### config.mk
export PLATFORM = sky130hd
export DESIGN_NAME = lru_key_value_cache
export DESIGN_NICKNAME = d
export VERILOG_FILES = /design/src/sv/lkvc_pkg.sv /design/src/sv/lkvc_ctrl.sv /design/src/sv/lkvc_dp.sv /design/src/sv/lru_key_value_cache.sv
export SDC_FILE = /design/constraint.sdc
export NUM_CORES = 2
export LEC_CHECK = 0
export ABC_CLOCK_PERIOD_IN_PS = 10900
export BUFFER_PORTS_ARGS = -buffer_cell sky130_fd_sc_hd__clkbuf_2
export CAP_MARGIN = 20
export CORE_ASPECT_RATIO = 0.75
export CORE_MARGIN = 2
export CORE_UTILIZATION = 30
export DETAILED_ROUTE_END_ITERATION = 6
export PLACE_DENSITY = 0.5
export SYNTH_ARGS = -nofsm -noshare
export SYNTH_HDL_FRONTEND = slang
export SYNTH_SLANG_ARGS = --single-unit
### constraint.sdc
create_clock -name clk -period 10.9 [get_ports clk]
set_input_delay 1.09 -clock clk [delete_from_list [all_inputs] [get_ports clk]]
set_output_delay 1.09 -clock clk [all_outputs]
set_load 0.005 [all_outputs]
### src/sv/lkvc_pkg.sv
// Shared constants, codes and control structures of the LRU key/value cache.
`timescale 1ns / 1ps
`default_nettype none

package lkvc_pkg;

    // Storage defaults and fixed field widths
    localparam int ENTRIES_DEF = 16;
    localparam int CAP_W       = 5;
    localparam int KEY_W       = 32;
    localparam int VAL_W       = 32;
    localparam int USE_W       = 64;

    localparam logic [CAP_W-1:0] CAP_RESET = 5'd16;
    localparam logic [VAL_W-1:0] MISS_DATA = 32'hFFFF_FFFF;
    localparam logic [VAL_W-1:0] PUT_DATA  = 32'h0000_0000;

    // Operation codes carried on the input tuser
    localparam logic CMD_GET = 1'b0;
    localparam logic CMD_PUT = 1'b1;

    // Commands from the controller to the datapath
    typedef struct packed {
        logic load;      // capture the accepted item, restart the scan
        logic scan;      // issue the next entry read and evaluate the last
        logic write;     // update the stores and form the result
        logic out_load;  // move the result into the output register
    } ctrl_cmd_t;

    // Status from the datapath to the controller
    typedef struct packed {
        logic scan_done; // every occupied entry has been evaluated
        logic out_free;  // output register empty or being taken
    } dp_status_t;

endpackage

`default_nettype wire

### src/sv/lkvc_ctrl.sv
// Controller state machine of the LRU key/value cache: accept, scan, write, hand over.
`timescale 1ns / 1ps
`default_nettype none

module lkvc_ctrl
(
    input  wire                 clk,
    input  wire                 rst_n,
    input  wire                 in_valid,
    output logic                in_ready,
    input  lkvc_pkg::dp_status_t status,
    output lkvc_pkg::ctrl_cmd_t  cmd
);

    localparam logic [1:0] ST_IDLE  = 2'd0;
    localparam logic [1:0] ST_SCAN  = 2'd1;
    localparam logic [1:0] ST_WRITE = 2'd2;
    localparam logic [1:0] ST_OUT   = 2'd3;

    logic [1:0] state_reg;
    logic [1:0] state_next;

    // Take a new item only when no item is in progress
    assign in_ready = (state_reg == ST_IDLE);

    // Derive next state and datapath commands
    always_comb
    begin
        state_next   = state_reg;
        cmd.load     = 1'b0;
        cmd.scan     = 1'b0;
        cmd.write    = 1'b0;
        cmd.out_load = 1'b0;
        case (state_reg)
            ST_IDLE:
            begin
                if (in_valid)
                begin
                    cmd.load   = 1'b1;
                    state_next = ST_SCAN;
                end
            end
            ST_SCAN:
            begin
                cmd.scan = 1'b1;
                if (status.scan_done)
                begin
                    state_next = ST_WRITE;
                end
            end
            ST_WRITE:
            begin
                cmd.write  = 1'b1;
                state_next = ST_OUT;
            end
            ST_OUT:
            begin
                // Hold the result until the output register can take it
                if (status.out_free)
                begin
                    cmd.out_load = 1'b1;
                    state_next   = ST_IDLE;
                end
            end
            default:
            begin
                state_next = ST_IDLE;
            end
        endcase
    end

    // Advance state
    always_ff @(posedge clk or negedge rst_n)
    begin
        if (!rst_n)
        begin
            state_reg <= ST_IDLE;
        end
        else
        begin
            state_reg <= state_next;
        end
    end

endmodule

`default_nettype wire

### src/sv/lkvc_dp.sv
// Datapath of the LRU key/value cache: entry stores, scan, replacement choice and output register.
`timescale 1ns / 1ps
`default_nettype none

module lkvc_dp
#(
    parameter int ENTRIES = lkvc_pkg::ENTRIES_DEF
)
(
    input  wire                              clk,
    input  wire                              rst_n,
    input  lkvc_pkg::ctrl_cmd_t              cmd,
    output lkvc_pkg::dp_status_t             status,
    input  wire                              in_cmd,
    input  wire  [lkvc_pkg::KEY_W-1:0]       in_key,
    input  wire  [lkvc_pkg::VAL_W-1:0]       in_data,
    input  wire                              cfg_we,
    input  wire  [lkvc_pkg::CAP_W-1:0]       cfg_cap,
    output logic                             out_valid,
    input  wire                              out_ready,
    output logic                             out_found,
    output logic                             out_evicted,
    output logic [lkvc_pkg::VAL_W-1:0]       out_data
);

    localparam int ADDR_W = (ENTRIES > 1) ? $clog2(ENTRIES) : 1;
    localparam int OCC_W  = $clog2(ENTRIES + 1);
    localparam int CMP_W  = (OCC_W > lkvc_pkg::CAP_W) ? OCC_W : lkvc_pkg::CAP_W;

    localparam int KEY_W = lkvc_pkg::KEY_W;
    localparam int VAL_W = lkvc_pkg::VAL_W;
    localparam int USE_W = lkvc_pkg::USE_W;

    // Entry stores
    logic [KEY_W-1:0] key_mem [ENTRIES];
    logic [VAL_W-1:0] val_mem [ENTRIES];
    logic [USE_W-1:0] use_mem [ENTRIES];

    // Control state
    logic [lkvc_pkg::CAP_W-1:0] cap_reg;
    logic [OCC_W-1:0]           occ_reg;
    logic [OCC_W-1:0]           occ_next;
    logic [USE_W-1:0]           clock_reg;
    logic [USE_W-1:0]           clock_next;
    logic [OCC_W-1:0]           idx_reg;
    logic                       rd_vld_reg;
    logic                       hit_reg;
    logic                       out_valid_reg;

    // Payload registers
    logic                       cmd_reg;
    logic [KEY_W-1:0]           key_reg;
    logic [VAL_W-1:0]           din_reg;
    logic [ADDR_W-1:0]          rd_idx_reg;
    logic [KEY_W-1:0]           rd_key_reg;
    logic [VAL_W-1:0]           rd_val_reg;
    logic [USE_W-1:0]           rd_use_reg;
    logic [ADDR_W-1:0]          hit_slot_reg;
    logic [VAL_W-1:0]           hit_val_reg;
    logic [ADDR_W-1:0]          vic_slot_reg;
    logic [USE_W-1:0]           vic_use_reg;
    logic                       res_found_reg;
    logic                       res_evicted_reg;
    logic [VAL_W-1:0]           res_data_reg;
    logic                       res_found_next;
    logic                       res_evicted_next;
    logic [VAL_W-1:0]           res_data_next;
    logic                       out_found_reg;
    logic                       out_evicted_reg;
    logic [VAL_W-1:0]           out_data_reg;

    // Write-back controls
    logic                       rd_en;
    logic                       kv_we;
    logic                       use_we;
    logic [ADDR_W-1:0]          wr_addr;
    logic [CMP_W-1:0]           eff_cap;
    logic                       has_room;

    // Clamp the configured capacity to 1..ENTRIES
    always_comb
    begin
        if (cap_reg == '0)
        begin
            eff_cap = CMP_W'(1);
        end
        else if (CMP_W'(cap_reg) > CMP_W'(ENTRIES))
        begin
            eff_cap = CMP_W'(ENTRIES);
        end
        else
        begin
            eff_cap = CMP_W'(cap_reg);
        end
    end

    assign has_room = (CMP_W'(occ_reg) < eff_cap);

    // Read one occupied entry per scan cycle
    assign rd_en = cmd.scan && (idx_reg < occ_reg);

    assign status.scan_done = (idx_reg == occ_reg) && !rd_vld_reg;
    assign status.out_free  = !out_valid_reg || out_ready;

    // Decide the write-back and the result
    always_comb
    begin
        kv_we            = 1'b0;
        use_we           = 1'b0;
        wr_addr          = hit_slot_reg;
        occ_next         = occ_reg;
        clock_next       = clock_reg;
        res_found_next   = 1'b0;
        res_evicted_next = 1'b0;
        res_data_next    = lkvc_pkg::PUT_DATA;
        if (cmd_reg == lkvc_pkg::CMD_GET)
        begin
            if (hit_reg)
            begin
                use_we         = 1'b1;
                clock_next     = clock_reg + USE_W'(1);
                res_found_next = 1'b1;
                res_data_next  = hit_val_reg;
            end
            else
            begin
                res_data_next = lkvc_pkg::MISS_DATA;
            end
        end
        else
        begin
            kv_we      = 1'b1;
            use_we     = 1'b1;
            clock_next = clock_reg + USE_W'(1);
            if (hit_reg)
            begin
                res_found_next = 1'b1;
            end
            else if (has_room)
            begin
                // Fill the next free slot
                wr_addr  = occ_reg[ADDR_W-1:0];
                occ_next = occ_reg + OCC_W'(1);
            end
            else
            begin
                // Replace the least recently used entry
                wr_addr          = vic_slot_reg;
                res_evicted_next = 1'b1;
            end
        end
    end

    // Entry stores: one write port, one registered read port each
    always_ff @(posedge clk)
    begin
        if (cmd.write && kv_we)
        begin
            key_mem[wr_addr] <= key_reg;
            val_mem[wr_addr] <= din_reg;
        end
        if (cmd.write && use_we)
        begin
            use_mem[wr_addr] <= clock_next;
        end
        if (rd_en)
        begin
            rd_key_reg <= key_mem[idx_reg[ADDR_W-1:0]];
            rd_val_reg <= val_mem[idx_reg[ADDR_W-1:0]];
            rd_use_reg <= use_mem[idx_reg[ADDR_W-1:0]];
            rd_idx_reg <= idx_reg[ADDR_W-1:0];
        end
    end

    // Control state: capacity, occupancy, access clock, scan progress, output valid
    always_ff @(posedge clk or negedge rst_n)
    begin
        if (!rst_n)
        begin
            cap_reg       <= lkvc_pkg::CAP_RESET;
            occ_reg       <= '0;
            clock_reg     <= '0;
            idx_reg       <= '0;
            rd_vld_reg    <= 1'b0;
            hit_reg       <= 1'b0;
            out_valid_reg <= 1'b0;
        end
        else
        begin
            if (cfg_we)
            begin
                cap_reg <= cfg_cap;
            end
            if (cmd.load)
            begin
                idx_reg    <= '0;
                rd_vld_reg <= 1'b0;
                hit_reg    <= 1'b0;
            end
            else
            begin
                rd_vld_reg <= rd_en;
                if (rd_en)
                begin
                    idx_reg <= idx_reg + OCC_W'(1);
                end
                // Keep the first matching entry only
                if (rd_vld_reg && (rd_key_reg == key_reg))
                begin
                    hit_reg <= 1'b1;
                end
            end
            if (cmd.write)
            begin
                occ_reg   <= occ_next;
                clock_reg <= clock_next;
            end
            if (cmd.out_load)
            begin
                out_valid_reg <= 1'b1;
            end
            else if (out_ready)
            begin
                out_valid_reg <= 1'b0;
            end
        end
    end

    // Payload: item capture, scan results, result and output registers
    always_ff @(posedge clk)
    begin
        if (cmd.load)
        begin
            cmd_reg <= in_cmd;
            key_reg <= in_key;
            din_reg <= in_data;
        end
        if (rd_vld_reg && !cmd.load)
        begin
            if (!hit_reg && (rd_key_reg == key_reg))
            begin
                hit_slot_reg <= rd_idx_reg;
                hit_val_reg  <= rd_val_reg;
            end
            // Strictly older wins; the first entry seeds the search
            if ((rd_idx_reg == '0) || (rd_use_reg < vic_use_reg))
            begin
                vic_slot_reg <= rd_idx_reg;
                vic_use_reg  <= rd_use_reg;
            end
        end
        if (cmd.write)
        begin
            res_found_reg   <= res_found_next;
            res_evicted_reg <= res_evicted_next;
            res_data_reg    <= res_data_next;
        end
        if (cmd.out_load)
        begin
            out_found_reg   <= res_found_reg;
            out_evicted_reg <= res_evicted_reg;
            out_data_reg    <= res_data_reg;
        end
    end

    assign out_valid   = out_valid_reg;
    assign out_found   = out_found_reg;
    assign out_evicted = out_evicted_reg;
    assign out_data    = out_data_reg;

endmodule

`default_nettype wire

### src/sv/lru_key_value_cache.sv
// Top level of the LRU key/value cache: stream ports, controller and datapath.
//
// Usage:
//   Input stream s_*: one item per get or put; tuser carries the operation
//   (0 get, 1 put), tdata carries key and value. Output stream m_*: one item
//   per input item with the found and evicted flags on tuser and the value
//   on tdata (stored value on a get hit, all ones on a get miss, 0 on a put).
//   Configuration channel cfg_*: writes the capacity (1..ENTRIES, 0 acts as
//   1, larger values act as ENTRIES); write it only while the block is idle.
//   cfg_ready is always high.
//   Timing: an item is scanned against the occupied entries one entry per
//   cycle through the single read port of the entry stores, followed by a
//   write-back step that updates the stores and forms the result.
//   One item is processed at a time; s_tready is high only when idle, so a
//   new item is taken only once the last result is in the output register.
//   Stall: the result waits in the output register while m_tready is low;
//   the next item is accepted and scanned meanwhile and holds before its
//   hand-over until the register is free.
//   Reset: empties the cache, clears the access clock and the output, and
//   sets the capacity to 16. No clearing pass is needed.
`timescale 1ns / 1ps
`default_nettype none

module lru_key_value_cache
#(
    parameter int ENTRIES = lkvc_pkg::ENTRIES_DEF
)
(
    input  wire         clk,
    input  wire         rst_n,
    // Input stream
    input  wire         s_tvalid,
    output logic        s_tready,
    input  wire  [63:0] s_tdata,   // [31:0] key, [63:32] data_in
    input  wire  [0:0]  s_tuser,   // [0] cmd
    // Output stream
    output logic        m_tvalid,
    input  wire         m_tready,
    output logic [31:0] m_tdata,   // [31:0] data_out
    output logic [1:0]  m_tuser,   // [0] found, [1] evicted
    // Capacity register write
    input  wire         cfg_valid,
    output logic        cfg_ready,
    input  wire  [4:0]  cfg_data   // [4:0] capacity
);

    lkvc_pkg::ctrl_cmd_t  cmd;
    lkvc_pkg::dp_status_t status;
    logic                 found;
    logic                 evicted;

    assign cfg_ready = 1'b1;

    lkvc_ctrl u_ctrl
    (
        .clk      (clk),
        .rst_n    (rst_n),
        .in_valid (s_tvalid),
        .in_ready (s_tready),
        .status   (status),
        .cmd      (cmd)
    );

    lkvc_dp
    #(
        .ENTRIES (ENTRIES)
    )
    u_dp
    (
        .clk         (clk),
        .rst_n       (rst_n),
        .cmd         (cmd),
        .status      (status),
        .in_cmd      (s_tuser[0]),
        .in_key      (s_tdata[31:0]),
        .in_data     (s_tdata[63:32]),
        .cfg_we      (cfg_valid),
        .cfg_cap     (cfg_data),
        .out_valid   (m_tvalid),
        .out_ready   (m_tready),
        .out_found   (found),
        .out_evicted (evicted),
        .out_data    (m_tdata)
    );

    assign m_tuser = {evicted, found};

endmodule

`default_nettype wire

==> out/metrics.yaml <==
antenna_found_initial: 15
start_kind: "flop"
vdd_drop_max_mv: 0.1323
cpMaxStageDelayCell: "nor2_4"
p_int_uw: 14980
drv_slew: 0
insertion_delay_ns: 0.93
io_pins: 112
core_area_mm2: 0.3171
syn_area_per_cell_um2: 22.86
final-setup-viol-count: 0
max_stage_delay_ns: 0.89
die_h_um: 492.9
yosysWarnings: 0
drtIter0Drc: 4158
rr_startpoint: "u_dp.cap_reg[4]$_DFFE_PN1P_"
cts_hold_buf: 0
ys_seq_area_frac: 0.7813
synth_cell_types: 65
finalCritPeriodShare: 0.4921
fmax_ghz: 0.1864
fin_area_mm2: 0.1100
finalPower_uw: 18580
vias: 43060
dp_hpwl_mm: 128.5
grt_max_degree: 136
path_max_fanout: 40
slew_headroom: 0.2524
syn2layout_area_growth_pct: 15.05
grt_usage: 0.1391
dieArea_mm2: 0.3232
synthArstFlopShare: 0.03359
via_per_inst: 4.806
cp.required_ns: 11.39
clock_sinks: 2501
syn_area_mm2: 0.09559
grt_pass1_vias: 44110
cts_made_buffers: 246
max_cap_violations: 0
min_period_ns: 5.364
finalHoldViolCount: 0
synth_top_area_cell: "edfxtp_1"
synth_seq_cells: 2501
cts_tree: "built"
tightestPinTransition_ns: 1.121
drive_gt1_frac: 0.2797
nNetsFinal: 4668
rr_endpoint: "u_dp.val_mem[10][18]$_DFFE_PP_"
cts-root-buf: "clkbuf_16"
regMostFlops: "u_dp.use_mem"
routed_wl_mm: 228.5
rsz0062_at_grt: "no"
switchingPower_uw: 3601
top_regs: "u_dp.use_mem: 1024 flops, u_dp.key_mem: 512 flops, u_dp.val_mem: 512 flops"
swShare: 0.1938
initial_utilization: 0.3014
p_leak_uw: 0.03292
ys.flop_type: "edfxtp_1"
synth_top_cell_area_share: 0.7593
power_density_mw_per_mm2: 169.0
p_clk_frac: 0.439
yosys-top-cells-area: "edfxtp_1, mux4_2, dfrtp_1"
finalClockSkew_ns: 0.1273
io_buffers: 110
postRouteAntennaNets: 0
synth_edf_count: 2417
finalSetupTns_ns: 0
cts_resized: 0
crit_type: "flop to flop"
die_w_um: 655.8
htree_num_levels: 4
grt_pass1_wl_mm: 328.1
post_cts_buffers: 0
worstRegToRegCells: 10
synthesis.nets: 4336
avgRoutedWirePerCell_um: 25.50
crit_chain: "inv_1, nand2_1, ha_1, a21o_1, a21oi_1, o21a_1, o211ai_1, a221o_1, nor2_4, buf_4"
overflow: 0
outcome: "finished clean"
p_seq_frac: 0.559
syn_inst: 4182
pwr-share-comb: 0.002
largest_reg_flops: 1024
final.fill_count: 29430
crit_arrival_ns: 5.85
dpl-instance-area_mm2: 0.1022
max-clock-path-buffers: 4
cp-end-kind: "flop"
remaining_drc_errors: 0
drtPass1Iterations: 5
row_count: 179
fin_util: 0.3468
gp_congestion: 0.7456
hp-class: "input port to asynchronous set/reset pin"
path_clk_slew_ns: 0.06
r2r_slack_ns: 5.54
layout make-up:
class	instances	area, µm²	share of cell area
Timing Repair Buffer	271	1911	0.01737
Multi-Input combinational cell	1376	20020	0.1820
Sequential cell	2501	74700	0.6792
Antenna cell	4	10.01	0.00009101
Clock inverter	122	1031	0.009374
Inverter	118	445.4	0.004050
Tap cell	4253	5321	0.04838
Clock buffer	314	6544	0.05950
cells by family (layout without fill, tap and decap cells):
kind of cell | after synthesis | after routing | synth area share
DFF | 2501 | 2501 | 0.7813
muxes | 648 | 648 | 0.1517
and+or+nand+nor | 348 | 348 | 0.01945
buffers and inverters | 305 | 825 | 0.01272
xor gates and xnor gates | 166 | 166 | 0.01521
AOI/OAI and AO/OA | 134 | 134 | 0.009241
adders and majority gates | 79 | 79 | 0.01034
other | 1 | 5 | 0.00003923
stage by stage:
| step | setup WS (ns) | hold WS [ns] | instances |
|---|---|---|---|
| detailed placement | 5.414 | 0.4063 | 8499 |
| CTS | 5.334 | 0.1020 | 8935 |
| global route | 5.208 | 0.1326 | 8957 |
| floorplan | 1.868 | 0.4003 | 4182 |
| finish | 5.536 | 0.1413 | 8959 |
| global placement | 5.488 | 0.4021 | 8486 |
cell usage in the layout, fill, tap and decap left out, types with 39 or more instances in the layout:
cell,synthesis,final
a21oi_1,57,56
buf_4,5,149
clkbuf_1,124,57
clkbuf_16,0,248
clkbuf_2,0,109
clkinv_1,0,52
clkinv_2,0,39
dfrtp_1,83,78
edfxtp_1,2417,2417
ha_1,79,78
inv_1,118,117
mux4_2,640,640
nand2_1,83,83
nand3_1,49,49
nand4_1,50,50
nor2_1,70,41
xnor2_1,129,123
power groups by stage:
stage / Sequential, µW / Clock [µW] / Combinational [µW]
after detailed placement: 10600 / 0 / 46.0
after global routing: 10400 / 8740 / 48.0
final: 10400 / 8160 / 43.2
after CTS: 10400 / 8390 / 46.2
after global placement: 10600 / 0 / 45.5
after floorplan: 10600 / 0 / 11.9
routing by layer:
metal | GRT usage | wire [µm] | up-vias | part of all wire
met3 | 0.02204 | 11720 | 271 | 0.051
met4 | 0.02884 | 4182 | 0 | 0.018
met1 | 0.2142 | 110800 | 23600 | 0.48
li1 | - | - | 18110 | -
met5 | 0 | 0 | - | 0
met2 | 0.2078 | 101800 | 1087 | 0.45
cell usage after synthesis (4+ instances only):
cell      number
o211ai_1      13
a21o_1        15
edfxtp_1    2417
o21a_1         4
nor3_1        19
buf_4          5
nor2_1        70
xnor2_1      129
nand4_1       50
nor3b_1        5
or3_1          4
buf_1         16
and3_1        16
nand2_1       83
o21ai_0       14
ha_1          79
o221ai_1       4
mux2_2         7
nor4_4         4
buf_2         42
dfrtp_1       83
clkbuf_1     124
and2_1        14
and4_1         7
nand2b_1       5
inv_1        118
xor2_1        37
nand3_1       49
nor4_1         4
mux4_2       640
a21oi_1       57
worst max-delay path, delay by kind of cell, from the launching register on:
| family | cells | cell delay [ns] |
|---|---|---|
| buf+inv | 2 | 0.83 |
| simple gates | 2 | 0.97 |
| fa+ha+maj | 1 | 0.24 |
| flops | 1 | 0.53 |
| compound gates | 5 | 2.34 |
how the worst max path moves through the flow:
| stage | from | end | slack, ns |
|---|---|---|---|
| final | u_dp.cap_reg[4]$_DFFE_PN1P_ | u_dp.val_mem[10][18]$_DFFE_PP_ | 5.54 |
| after global routing | u_dp.cap_reg[4]$_DFFE_PN1P_ | u_dp.key_mem[10][18]$_DFFE_PP_ | 5.21 |
| after CTS | u_dp.cap_reg[4]$_DFFE_PN1P_ | u_dp.use_mem[9][14]$_DFFE_PP_ | 5.33 |
| after detailed placement | u_dp.cap_reg[4]$_DFFE_PN1P_ | u_dp.use_mem[9][40]$_DFFE_PP_ | 5.41 |
| after global placement | u_dp.cap_reg[4]$_DFFE_PN1P_ | u_dp.use_mem[11][33]$_DFFE_PP_ | 5.49 |
| after floorplan | u_dp.idx_reg[0]$_DFFE_PN0P_ | u_dp.idx_reg[3]$_DFFE_PN0P_ | 1.87 |
Power figures use the tool's default switching activity.
